--- src/hw/rtl/mwpk_pkg.sv ---
// Shared types and constants for the masked word pattern key generator.
package mwpk_pkg;

    localparam int NUM_POS              = 15;
    localparam int KEY_BYTES            = 7;
    localparam int POS_W                = 4;
    localparam int MAX_WORD_LETTERS_DEF = 15;
    localparam int RACK_SIZE_DEF        = 7;

    typedef logic [NUM_POS-1:0][7:0]       t_letters;
    typedef logic [NUM_POS-1:0]            t_pos_mask;
    typedef logic [NUM_POS-1:0][NUM_POS-1:0] t_order;
    typedef logic [NUM_POS-1:0][POS_W-1:0] t_ranks;

    typedef struct packed {
        logic        valid_res;
        t_pos_mask   fixed_pos;
        logic [3:0]  pattern_length;
        t_letters    fixed;
        t_pos_mask   rack;
        t_letters    letters;
        t_order      precedes;
        logic [31:0] tag;
    } t_s1;

    typedef struct packed {
        logic        valid_res;
        t_pos_mask   fixed_pos;
        logic [3:0]  pattern_length;
        t_letters    fixed;
        t_pos_mask   rack;
        t_letters    letters;
        t_ranks      rank;
        logic [31:0] tag;
    } t_s2;

    typedef struct packed {
        logic                   valid_res;
        t_pos_mask              fixed_pos;
        logic [3:0]             pattern_length;
        t_letters               fixed;
        logic [KEY_BYTES*8-1:0] rack_key;
        logic [31:0]            tag;
    } t_res;

endpackage

--- src/hw/rtl/mwpk_mask_stage.sv ---
// Stage one: length and rack masks, validity and pairwise letter order.
module mwpk_mask_stage import mwpk_pkg::*; #(
    parameter int MAX_WORD_LETTERS = MAX_WORD_LETTERS_DEF,
    parameter int RACK_SIZE        = RACK_SIZE_DEF
) (
    input  logic        i_clk,
    input  logic        i_rst_n,
    input  logic        i_valid,
    output logic        o_ready,
    input  logic [63:0] i_letters_low,
    input  logic [55:0] i_letters_high,
    input  logic [3:0]  i_word_length,
    input  logic [14:0] i_rack_mask,
    input  logic [31:0] i_word_tag,
    output logic        o_valid,
    input  logic        i_ready,
    output t_s1         o_data
);

    logic      r_valid;
    t_s1       r_data;
    t_s1       n_data;
    t_letters  letters;
    t_pos_mask active;
    t_pos_mask rack;
    logic [POS_W-1:0] count;

    assign letters = t_letters'({i_letters_high, i_letters_low});
    assign o_ready = !r_valid || i_ready;

    always_comb begin
        for (int i = 0; i < NUM_POS; i++) begin
            active[i] = POS_W'(i) < i_word_length;
        end
        rack  = i_rack_mask & active;
        count = POS_W'($countones(rack));

        n_data.valid_res      = (i_word_length != '0) &&
                                (int'(i_word_length) <= MAX_WORD_LETTERS) &&
                                (count != '0) && (int'(count) <= RACK_SIZE);
        n_data.fixed_pos      = active & ~rack;
        n_data.pattern_length = i_word_length;
        n_data.rack           = rack;
        n_data.letters        = letters;
        n_data.tag            = i_word_tag;
        for (int i = 0; i < NUM_POS; i++) begin
            n_data.fixed[i] = n_data.fixed_pos[i] ? letters[i] : 8'h00;
            for (int j = 0; j < NUM_POS; j++) begin
                n_data.precedes[i][j] = rack[j] && (j != i) &&
                                        ((letters[j] < letters[i]) ||
                                         ((letters[j] == letters[i]) && (j < i)));
            end
        end
    end

    always_ff @(posedge i_clk) begin
        if (!i_rst_n) begin
            r_valid <= 1'b0;
        end else if (o_ready) begin
            r_valid <= i_valid;
        end
    end

    always_ff @(posedge i_clk) begin
        if (o_ready && i_valid) begin
            r_data <= n_data;
        end
    end

    assign o_valid = r_valid;
    assign o_data  = r_data;

endmodule

--- src/hw/rtl/mwpk_rank_stage.sv ---
// Stage two: sorted rank of each rack letter.
module mwpk_rank_stage import mwpk_pkg::*; (
    input  logic i_clk,
    input  logic i_rst_n,
    input  logic i_valid,
    output logic o_ready,
    input  t_s1  i_data,
    output logic o_valid,
    input  logic i_ready,
    output t_s2  o_data
);

    logic r_valid;
    t_s2  r_data;
    t_s2  n_data;

    assign o_ready = !r_valid || i_ready;

    always_comb begin
        n_data.valid_res      = i_data.valid_res;
        n_data.fixed_pos      = i_data.fixed_pos;
        n_data.pattern_length = i_data.pattern_length;
        n_data.fixed          = i_data.fixed;
        n_data.rack           = i_data.rack;
        n_data.letters        = i_data.letters;
        n_data.tag            = i_data.tag;
        for (int i = 0; i < NUM_POS; i++) begin
            n_data.rank[i] = POS_W'($countones(i_data.precedes[i]));
        end
    end

    always_ff @(posedge i_clk) begin
        if (!i_rst_n) begin
            r_valid <= 1'b0;
        end else if (o_ready) begin
            r_valid <= i_valid;
        end
    end

    always_ff @(posedge i_clk) begin
        if (o_ready && i_valid) begin
            r_data <= n_data;
        end
    end

    assign o_valid = r_valid;
    assign o_data  = r_data;

endmodule

--- src/hw/rtl/mwpk_key_stage.sv ---
// Stage three: scatter rack letters into the key and register the result.
module mwpk_key_stage import mwpk_pkg::*; (
    input  logic i_clk,
    input  logic i_rst_n,
    input  logic i_valid,
    output logic o_ready,
    input  t_s2  i_data,
    output logic o_valid,
    input  logic i_ready,
    output t_res o_data
);

    logic r_valid;
    t_res r_data;
    t_res n_data;
    logic [KEY_BYTES*8-1:0] key;

    assign o_ready = !r_valid || i_ready;

    always_comb begin
        key = '0;
        for (int k = 0; k < KEY_BYTES; k++) begin
            for (int i = 0; i < NUM_POS; i++) begin
                if (i_data.rack[i] && (i_data.rank[i] == POS_W'(k))) begin
                    key[k*8 +: 8] = key[k*8 +: 8] | i_data.letters[i];
                end
            end
        end
        n_data.valid_res      = i_data.valid_res;
        n_data.tag            = i_data.tag;
        n_data.fixed_pos      = i_data.valid_res ? i_data.fixed_pos : '0;
        n_data.pattern_length = i_data.valid_res ? i_data.pattern_length : '0;
        n_data.fixed          = i_data.valid_res ? i_data.fixed : '0;
        n_data.rack_key       = i_data.valid_res ? key : '0;
    end

    always_ff @(posedge i_clk) begin
        if (!i_rst_n) begin
            r_valid <= 1'b0;
        end else if (o_ready) begin
            r_valid <= i_valid;
        end
    end

    always_ff @(posedge i_clk) begin
        if (o_ready && i_valid) begin
            r_data <= n_data;
        end
    end

    assign o_valid = r_valid;
    assign o_data  = r_data;

endmodule

--- src/hw/rtl/masked_word_pattern_key_gen.sv ---
// Top level of the masked word pattern key generator.
//
//   channel   direction  handshake                    payload
//   input     in         i_in_valid / o_in_ready      letters, length, rack mask, tag
//   output    out        o_out_valid / i_out_ready    valid flag, fixed mask, length, fixed letters, key, tag
//
// One beat enters per cycle while o_in_ready is high; each result passes through the mask,
// rank and key register stages in that order before it leaves.
// Each stage takes a beat when it is empty or its successor advances, so a stall
// at the output fills bubbles before it reaches the input.
// Reset clears the stage valid bits only; payload registers are left as they are.
module masked_word_pattern_key_gen import mwpk_pkg::*; #(
    parameter int MAX_WORD_LETTERS = MAX_WORD_LETTERS_DEF,
    parameter int RACK_SIZE        = RACK_SIZE_DEF
) (
    input  logic        i_clk,
    input  logic        i_rst_n,
    input  logic        i_in_valid,
    output logic        o_in_ready,
    input  logic [63:0] i_letters_low,
    input  logic [55:0] i_letters_high,
    input  logic [3:0]  i_word_length,
    input  logic [14:0] i_rack_mask,
    input  logic [31:0] i_word_tag,
    output logic        o_out_valid,
    input  logic        i_out_ready,
    output logic        o_valid_res,
    output logic [14:0] o_fixed_mask,
    output logic [3:0]  o_pattern_length,
    output logic [63:0] o_fixed_low,
    output logic [55:0] o_fixed_high,
    output logic [55:0] o_rack_key,
    output logic [31:0] o_tag_out
);

    logic s1_valid;
    logic s1_ready;
    t_s1  s1_data;
    logic s2_valid;
    logic s2_ready;
    t_s2  s2_data;
    t_res res;

    mwpk_mask_stage #(
        .MAX_WORD_LETTERS (MAX_WORD_LETTERS),
        .RACK_SIZE        (RACK_SIZE)
    ) u_mask (
        .i_clk          (i_clk),
        .i_rst_n        (i_rst_n),
        .i_valid        (i_in_valid),
        .o_ready        (o_in_ready),
        .i_letters_low  (i_letters_low),
        .i_letters_high (i_letters_high),
        .i_word_length  (i_word_length),
        .i_rack_mask    (i_rack_mask),
        .i_word_tag     (i_word_tag),
        .o_valid        (s1_valid),
        .i_ready        (s1_ready),
        .o_data         (s1_data)
    );

    mwpk_rank_stage u_rank (
        .i_clk   (i_clk),
        .i_rst_n (i_rst_n),
        .i_valid (s1_valid),
        .o_ready (s1_ready),
        .i_data  (s1_data),
        .o_valid (s2_valid),
        .i_ready (s2_ready),
        .o_data  (s2_data)
    );

    mwpk_key_stage u_key (
        .i_clk   (i_clk),
        .i_rst_n (i_rst_n),
        .i_valid (s2_valid),
        .o_ready (s2_ready),
        .i_data  (s2_data),
        .o_valid (o_out_valid),
        .i_ready (i_out_ready),
        .o_data  (res)
    );

    assign o_valid_res      = res.valid_res;
    assign o_fixed_mask     = res.fixed_pos;
    assign o_pattern_length = res.pattern_length;
    assign o_fixed_low      = res.fixed[7:0];
    assign o_fixed_high     = res.fixed[14:8];
    assign o_rack_key       = res.rack_key;
    assign o_tag_out        = res.tag;

endmodule

--- config.mk ---
export PLATFORM = sky130hd
export DESIGN_NAME = masked_word_pattern_key_gen
export DESIGN_NICKNAME = d
export VERILOG_FILES = /design/src/hw/rtl/mwpk_pkg.sv /design/src/hw/rtl/mwpk_mask_stage.sv /design/src/hw/rtl/mwpk_rank_stage.sv /design/src/hw/rtl/mwpk_key_stage.sv /design/src/hw/rtl/masked_word_pattern_key_gen.sv
export SDC_FILE = /design/constraint.sdc
export NUM_CORES = 2
export LEC_CHECK = 0
export BUFFER_PORTS_ARGS = -buffer_cell sky130_fd_sc_hd__buf_2
export CAP_MARGIN = 20
export CORE_AREA = 10 10 485 487
export DETAILED_ROUTE_END_ITERATION = 12
export DIE_AREA = 0 0 495 497
export PLACE_DENSITY = 0.52
export RECOVER_POWER = 50
export SLEW_MARGIN = 40
export SYNTH_ARGS = -nofsm -noshare
export SYNTH_HDL_FRONTEND = slang
export SYNTH_HIERARCHICAL = 1
export SYNTH_SLANG_ARGS = --single-unit
export TNS_END_PERCENT = 50
--- constraint.sdc ---
create_clock -name i_clk -period 14 [get_ports i_clk]
set_input_delay 1.4 -clock i_clk [delete_from_list [all_inputs] [get_ports i_clk]]
set_output_delay 1.4 -clock i_clk [all_outputs]
set_load 0.02 [all_outputs]
; ---- Word-level counts from Yosys, hierarchy flattened
; Index checks and enable logic that the tools add are counted.
[classes]
add_sub_neg = 209
n_lt_le_gt_ge = 226
n_eq_ne = 195
n_mux = 105
n_bitwise = 101
n_reduce_logical = 448
[ops]
columns = cell, count
row1 = 8-bit less-than comparator, 210
row2 = 8-bit == test, 105
row3 = 8-bit two-way mux, 105
row4 = 8-bit OR, 98
row5 = 4-bit adder, 84
row6 = 1-bit logical AND, 320
row7 = 1-bit by 1-bit adder with 2-bit output, 100
row8 = 4-bit by 3-bit == test with 1-bit output (second input constant), 45
row9 = 4-bit by 2-bit == test with 1-bit output (second input constant), 30
row10 = 1-bit logical OR, 108
row11 = 4-bit by 1-bit adder with 4-bit output, 19
row12 = 4-bit by 1-bit == test with 1-bit output (second input constant), 15
row13 = 4-bit zero test, 15
row14 = 15-bit bitwise AND, 2
row15 = 4-bit less-than comparator (first input constant), 7
row16 = 1-bit by 4-bit adder with 4-bit output, 6
row17 = 3-bit by 4-bit less-than comparator with 1-bit output (first input constant), 4
row18 = 15-bit inverter, 1
row19 = 1-bit by 4-bit less-than comparator with 1-bit output (first input constant), 2
row20 = 2-bit by 4-bit less-than comparator with 1-bit output (first input constant), 2
row21 = 4-bit nonzero test, 2
row22 = 4-bit by 3-bit less-or-equal comparator with 1-bit output (second input constant), 1
row23 = 1-bit zero test, 3
[word_totals]
ff_bits = 1115
in_bits = 175
out_inout_bits = 230
word_cells = 1407

; ---- Logic depth before layout (Yosys ltp)
[logic_depth]
depth_word = 31
depth_mapped = 16
depth_no_buf = 15

; ---- Hierarchy
; Netlist, hierarchy kept.
[by_module_without_submodules]
columns = mod, n_inst, cells_each, area_each_um2, seq_area_each_um2
row1 = mwpk_mask_stage, 1, 3110, 36181.0, 15544.9
row2 = mwpk_rank_stage, 1, 961, 16668.5, 11040.6
row3 = mwpk_key_stage, 1, 1420, 14460.1, 6866.6

; ---- Least setup slack after synthesis
; Ideal clock, no wire load.
[synth_timing]
path_type = input-to-reg
start = input i_out_ready
end = register u_mask.r_data (netlist bit u_mask/o_data[0]) (enable)
setup_time_ps = 947
arrival_time_ps = 13589
required_ps = 13053
path_slack_ps = -536
cell_stages = 4
path_buffers = 0
cell_sequence = nand2b_1 nand2b_1 nand2b_1 and2_1
[synth_between]
elab_chain_len = 4
[synth_lines]
columns = item, line
row1 = start: declaration, masked_word_pattern_key_gen.sv:26  ; input logic i_out_ready,
row2 = 1-bit logical OR, mwpk_key_stage.sv:18  ; assign o_ready = !r_valid || i_ready;
row3 = 1-bit logical OR, mwpk_rank_stage.sv:17  ; assign o_ready = !r_valid || i_ready;
row4 = net s1_ready, masked_word_pattern_key_gen.sv:37  ; logic s1_ready;
row5 = 1-bit logical OR, mwpk_mask_stage.sv:29  ; assign o_ready = !r_valid || i_ready;
row6 = net o_in_ready, masked_word_pattern_key_gen.sv:19  ; output logic o_in_ready,
row7 = 1-bit logical AND, mwpk_mask_stage.sv:65  ; if (o_ready && i_valid) begin
row8 = end signal: assignment, mwpk_mask_stage.sv:66  ; r_data <= n_data;
row9 = end: declaration, mwpk_mask_stage.sv:21  ; t_s1 r_data;
; The timed path passes the listed nets, and every way through them passes these cells.
; A chain may end at the register's enable or synchronous reset.

; ---- Worst setup path in the final report
[layout_timing]
start = input i_out_ready
end = register u_mask.r_data (netlist bit u_mask/o_data[237]) (enable)
[layout_between]
elab_chain_len = 4
[layout_lines]
columns = item, line
row1 = 1-bit logical OR, mwpk_key_stage.sv:18
row2 = net s2_ready, masked_word_pattern_key_gen.sv:40  ; logic s2_ready;
row3 = 1-bit logical OR, mwpk_rank_stage.sv:17
row4 = net s1_ready, masked_word_pattern_key_gen.sv:37
row5 = 1-bit logical OR, mwpk_mask_stage.sv:29
row6 = 1-bit logical AND, mwpk_mask_stage.sv:65
; The timed path passes the listed nets, and every way through them passes these cells.

==> qor.yml <==
run_status:
  status: "finished, violations left"
  failed_checks: "max-capacitance violations, max-slew violations"
clocking:
  cts_root_buf: "clkbuf_16"
  insertion_delay_ns: 0.83
  cts_buffers: 136
  cts_tree: "built"
  postCtsSetupBuffers: 0
  clk_pin_slew_ns: 0.06
  cts_resized: 0
  holdBufCountCts: 0
  clockBufferDepth: 3
  htreeDepth: 4
  clock-sinks: 1115
worst_setup_path:
  worstSetupStartpointType: "input port"
  crit_fanout: 66
  r2r_start: "u_rank/o_data[366]"
  r2r_slack_ns: 6.43
  worstPathRequired_ns: 14.41
  rr_endpoint: "u_key/o_data[50]"
  cp.arrival_ns: 8.21
  reg2reg_depth: 3
  cp-end-kind: "register"
  critPathKind: "input port to register"
final_layout:
  syn2layout_area_growth_pct: 16.25
  layout-drive-gt1-share: 0.1141
  layout_common_cells: "edfxtp_1, ha_1, inv_1"
  fin_nets: 7297
  nFillCells: 22410
  mostFrequentLayoutCell: "edfxtp_1"
  fin_area_um2: 78250
synth:
  ys_seq_area_frac: 0.4970
  async_flop_share: 0
  ys_ff_latch: 1115
  synth.distinct_cells: 98
  synth-main-ff-cell: "edfxtp_1"
  syn_area_per_cell_um2: 12.26
  netlist_area_um2: 67310
  yosys_warnings: 6
  syn_inst: 5491
  synth_edf_count: 1112
power:
  seqPwrFrac: 0.393
  power_frac_clock: 0.340
  p_per_area_nw_per_um2: 139.1
  ir_drop_mv: 0.1180
  cell_internal_pwr_uw: 7066
  leakagePower_uw: 0.03023
  switchingPower_uw: 3816
  swShare: 0.3507
  combPwrFrac: 0.267
floorplan:
  io_pins: 405
  fp.dieW_um: 495
  die-area_um2: 246000
  dieHeight_um: 497
  rows: 175
  coreArea_um2: 226000
  initial_core_util: 0.2979
placed_design:
  hpwl_um: 251600
  place.gp.congestion: 1.005
  place_area_um2: 73860
  port_buffers: 404
sta:
  hold_viol: 0
  finalSetupTns_ns: 0
  fin_crit_sh: 0.5570
  relSlewSlack: -2.282
  min_period_ns: 7.798
  fmax_ghz: 0.1282
  tightest_slew_ns: 4.923
  finalMaxSlewViolations: 1214
  skew_ns: 0.05511
  rsz0062_at_grt: "no"
  setup_viol: 0
route:
  drt_iter0_markers: 7295
  via_count: 53800
  drt_wl_total_um: 344400
  vias_per_cell: 5.864
  ant_nets: 0
  firstDrtPassIters: 6
  wl_per_cell_um: 37.54
  drcViolationCount: 0
grt:
  met1_usage: 0.3576
  grt_pass1_wl_um: 455500
  grt_most_used_layer: "met2"
  grt_pass1_vias: 52110
  grt_max_degree: 139
  grt_use_met2: 0.4026
  grt-ovfl-total: 0
  grt_antenna_before_repair: 53
  track_usage: 0.2691
  grt_util_met3: 0.06165
worst_hold_path:
  hold_depth: 0
  hold_class: "register to register"
  hold-path-endpoint: "u_rank/o_data[113]"
  worstHoldStart: "u_mask/o_data[278]"
flow_run:
  drv_cap: 57
## worst max-delay path by stage
stage	from	end	slack, ns	cells after the start
after global routing	i_out_ready	u_mask/o_data[114]	5.61	8
after floorplan	i_out_ready	u_rank/o_data[0]	3.32	3
after detailed placement	i_word_length[3]	u_mask/o_data[531]	6.78	15
final	i_out_ready	u_mask/o_data[237]	6.20	8
after CTS	i_word_length[3]	u_mask/o_data[531]	7.64	15
after global placement	i_word_length[3]	u_mask/o_data[531]	6.75	15
## through the flow
| step | cells | hold WS, ns | setup WS [ns] | util | power, uW |
|---|---|---|---|---|---|
| final | 9175 | 0.3959 | 6.202 | 0.3463 | 10880 |
| after global routing | 9159 | 0.4129 | 5.610 | 0.3461 | 11270 |
| after CTS | 9149 | 0.3846 | 7.641 | 0.3475 | 10870 |
| after detailed placement | 8901 | 0.4045 | 6.779 | 0.3269 | 7138 |
| after global placement | 8896 | 0.4006 | 6.755 | 0.3254 | 7065 |
| after floorplan | 5505 | 0.4003 | 3.320 | - | 5771 |
## power groups by stage
stage          Sequential (uW)  Clock, uW  Combinational (uW)
3_3_place_gp              4320          0                2750
2_1_floorplan             4250          0                1520
4_1_cts                   4260       3780                2820
3_5_place_dp              4330          0                2810
6_report                  4270       3700                2910
5_1_grt                   4290       3910                3070
## layer usage
layer | routed length, um | up-vias
met4 | 23780 | 34
li1 | - | 22370
met2 | 147000 | 3429
met3 | 32690 | 949
met1 | 140800 | 27020
met5 | 218 | -
## final cells by class
| class | instances | area, um2 | area share |
|---|---|---|---|
| diodes | 22 | 55.05 | 0.0007036 |
| flip-flops and latches | 1115 | 33450 | 0.4275 |
| clock buffers | 152 | 3485 | 0.04453 |
| clock inverters | 96 | 1186 | 0.01516 |
| inverters | 444 | 1670 | 0.02135 |
| well taps | 3009 | 3765 | 0.04812 |
| multi-input cells | 3808 | 31810 | 0.4065 |
| repair buffers | 529 | 2823 | 0.03608 |
## registers in the layout, summed over array words and instances, names as in the netlist
signal and count:
u_rank/o_data 367, u_mask/o_valid 1, u_mask/o_data 517, u_key/o_valid 1, u_rank/o_valid 1, u_key/o_data 228
## synthesized netlist by cell type, types with 7 or more instances
| master | n | area, um2 |
|---|---|---|
| buf_6 | 11 | 123.9 |
| and4b_1 | 7 | 70.07 |
| nand3b_1 | 7 | 52.55 |
| a32oi_1 | 21 | 183.9 |
| and2_1 | 177 | 1107 |
| o22ai_1 | 117 | 732.0 |
| a221oi_1 | 42 | 367.9 |
| o211ai_1 | 115 | 863.3 |
| edfxtp_1 | 1112 | 33390 |
| nor4_1 | 34 | 212.7 |
| nor2_1 | 180 | 675.7 |
| a22o_1 | 38 | 332.8 |
| nand4_1 | 230 | 1439 |
| nor2_2 | 8 | 50.05 |
| o21ai_0 | 58 | 290.3 |
| nor3b_1 | 8 | 60.06 |
| or3b_1 | 7 | 61.31 |
| a21o_1 | 89 | 668.1 |
| a21oi_1 | 391 | 1957 |
| nand4bb_1 | 12 | 135.1 |
| o2111ai_1 | 12 | 105.1 |
| nor2b_1 | 124 | 775.7 |
| a211oi_1 | 81 | 608.1 |
| or3b_2 | 7 | 61.31 |
| o21a_1 | 79 | 593.1 |
| fa_1 | 155 | 3103 |
| clkbuf_1 | 59 | 221.5 |
| o31a_1 | 39 | 341.6 |
| and3_1 | 22 | 137.6 |
| buf_2 | 33 | 165.2 |
| nor3_1 | 210 | 1051 |
| buf_1 | 7 | 26.28 |
| inv_1 | 435 | 1633 |
| ha_1 | 933 | 11670 |
| nand4b_1 | 7 | 61.31 |
| a31oi_1 | 29 | 181.4 |
| a22oi_1 | 65 | 488.0 |
| buf_4 | 22 | 165.2 |
| nand3_1 | 138 | 690.7 |
| xor2_1 | 10 | 87.58 |
| xnor2_1 | 18 | 157.7 |
| a41oi_1 | 12 | 105.1 |
| nand2b_1 | 58 | 362.9 |
| nand2_1 | 154 | 578.1 |
## logic make-up (layout without fill, tap and decap cells)
| logic type | after synthesis | after routing | share of synthesized area |
|---|---|---|---|
| DFF | 1115 | 1115 | 0.4970 |
| xor gates and xnor gates | 28 | 28 | 0.003643 |
| AOI/OAI and AO/OA | 1237 | 1237 | 0.1235 |
| and+or+nand+nor | 1440 | 1440 | 0.1206 |
| adders and majority gates | 1088 | 1088 | 0.2195 |
| other | 1 | 37 | 0.00005571 |
| buffers and inverters | 582 | 1221 | 0.03571 |
## critical path: stages
cell      delay [ns]
buf_2           0.07
nand2b_1        0.12
nand2b_1        0.14
nand2b_1        0.14
and2_0          2.40
clkbuf_1        2.42
buf_6           0.66
buf_6           0.62
Power figures use the tool's default switching activity.
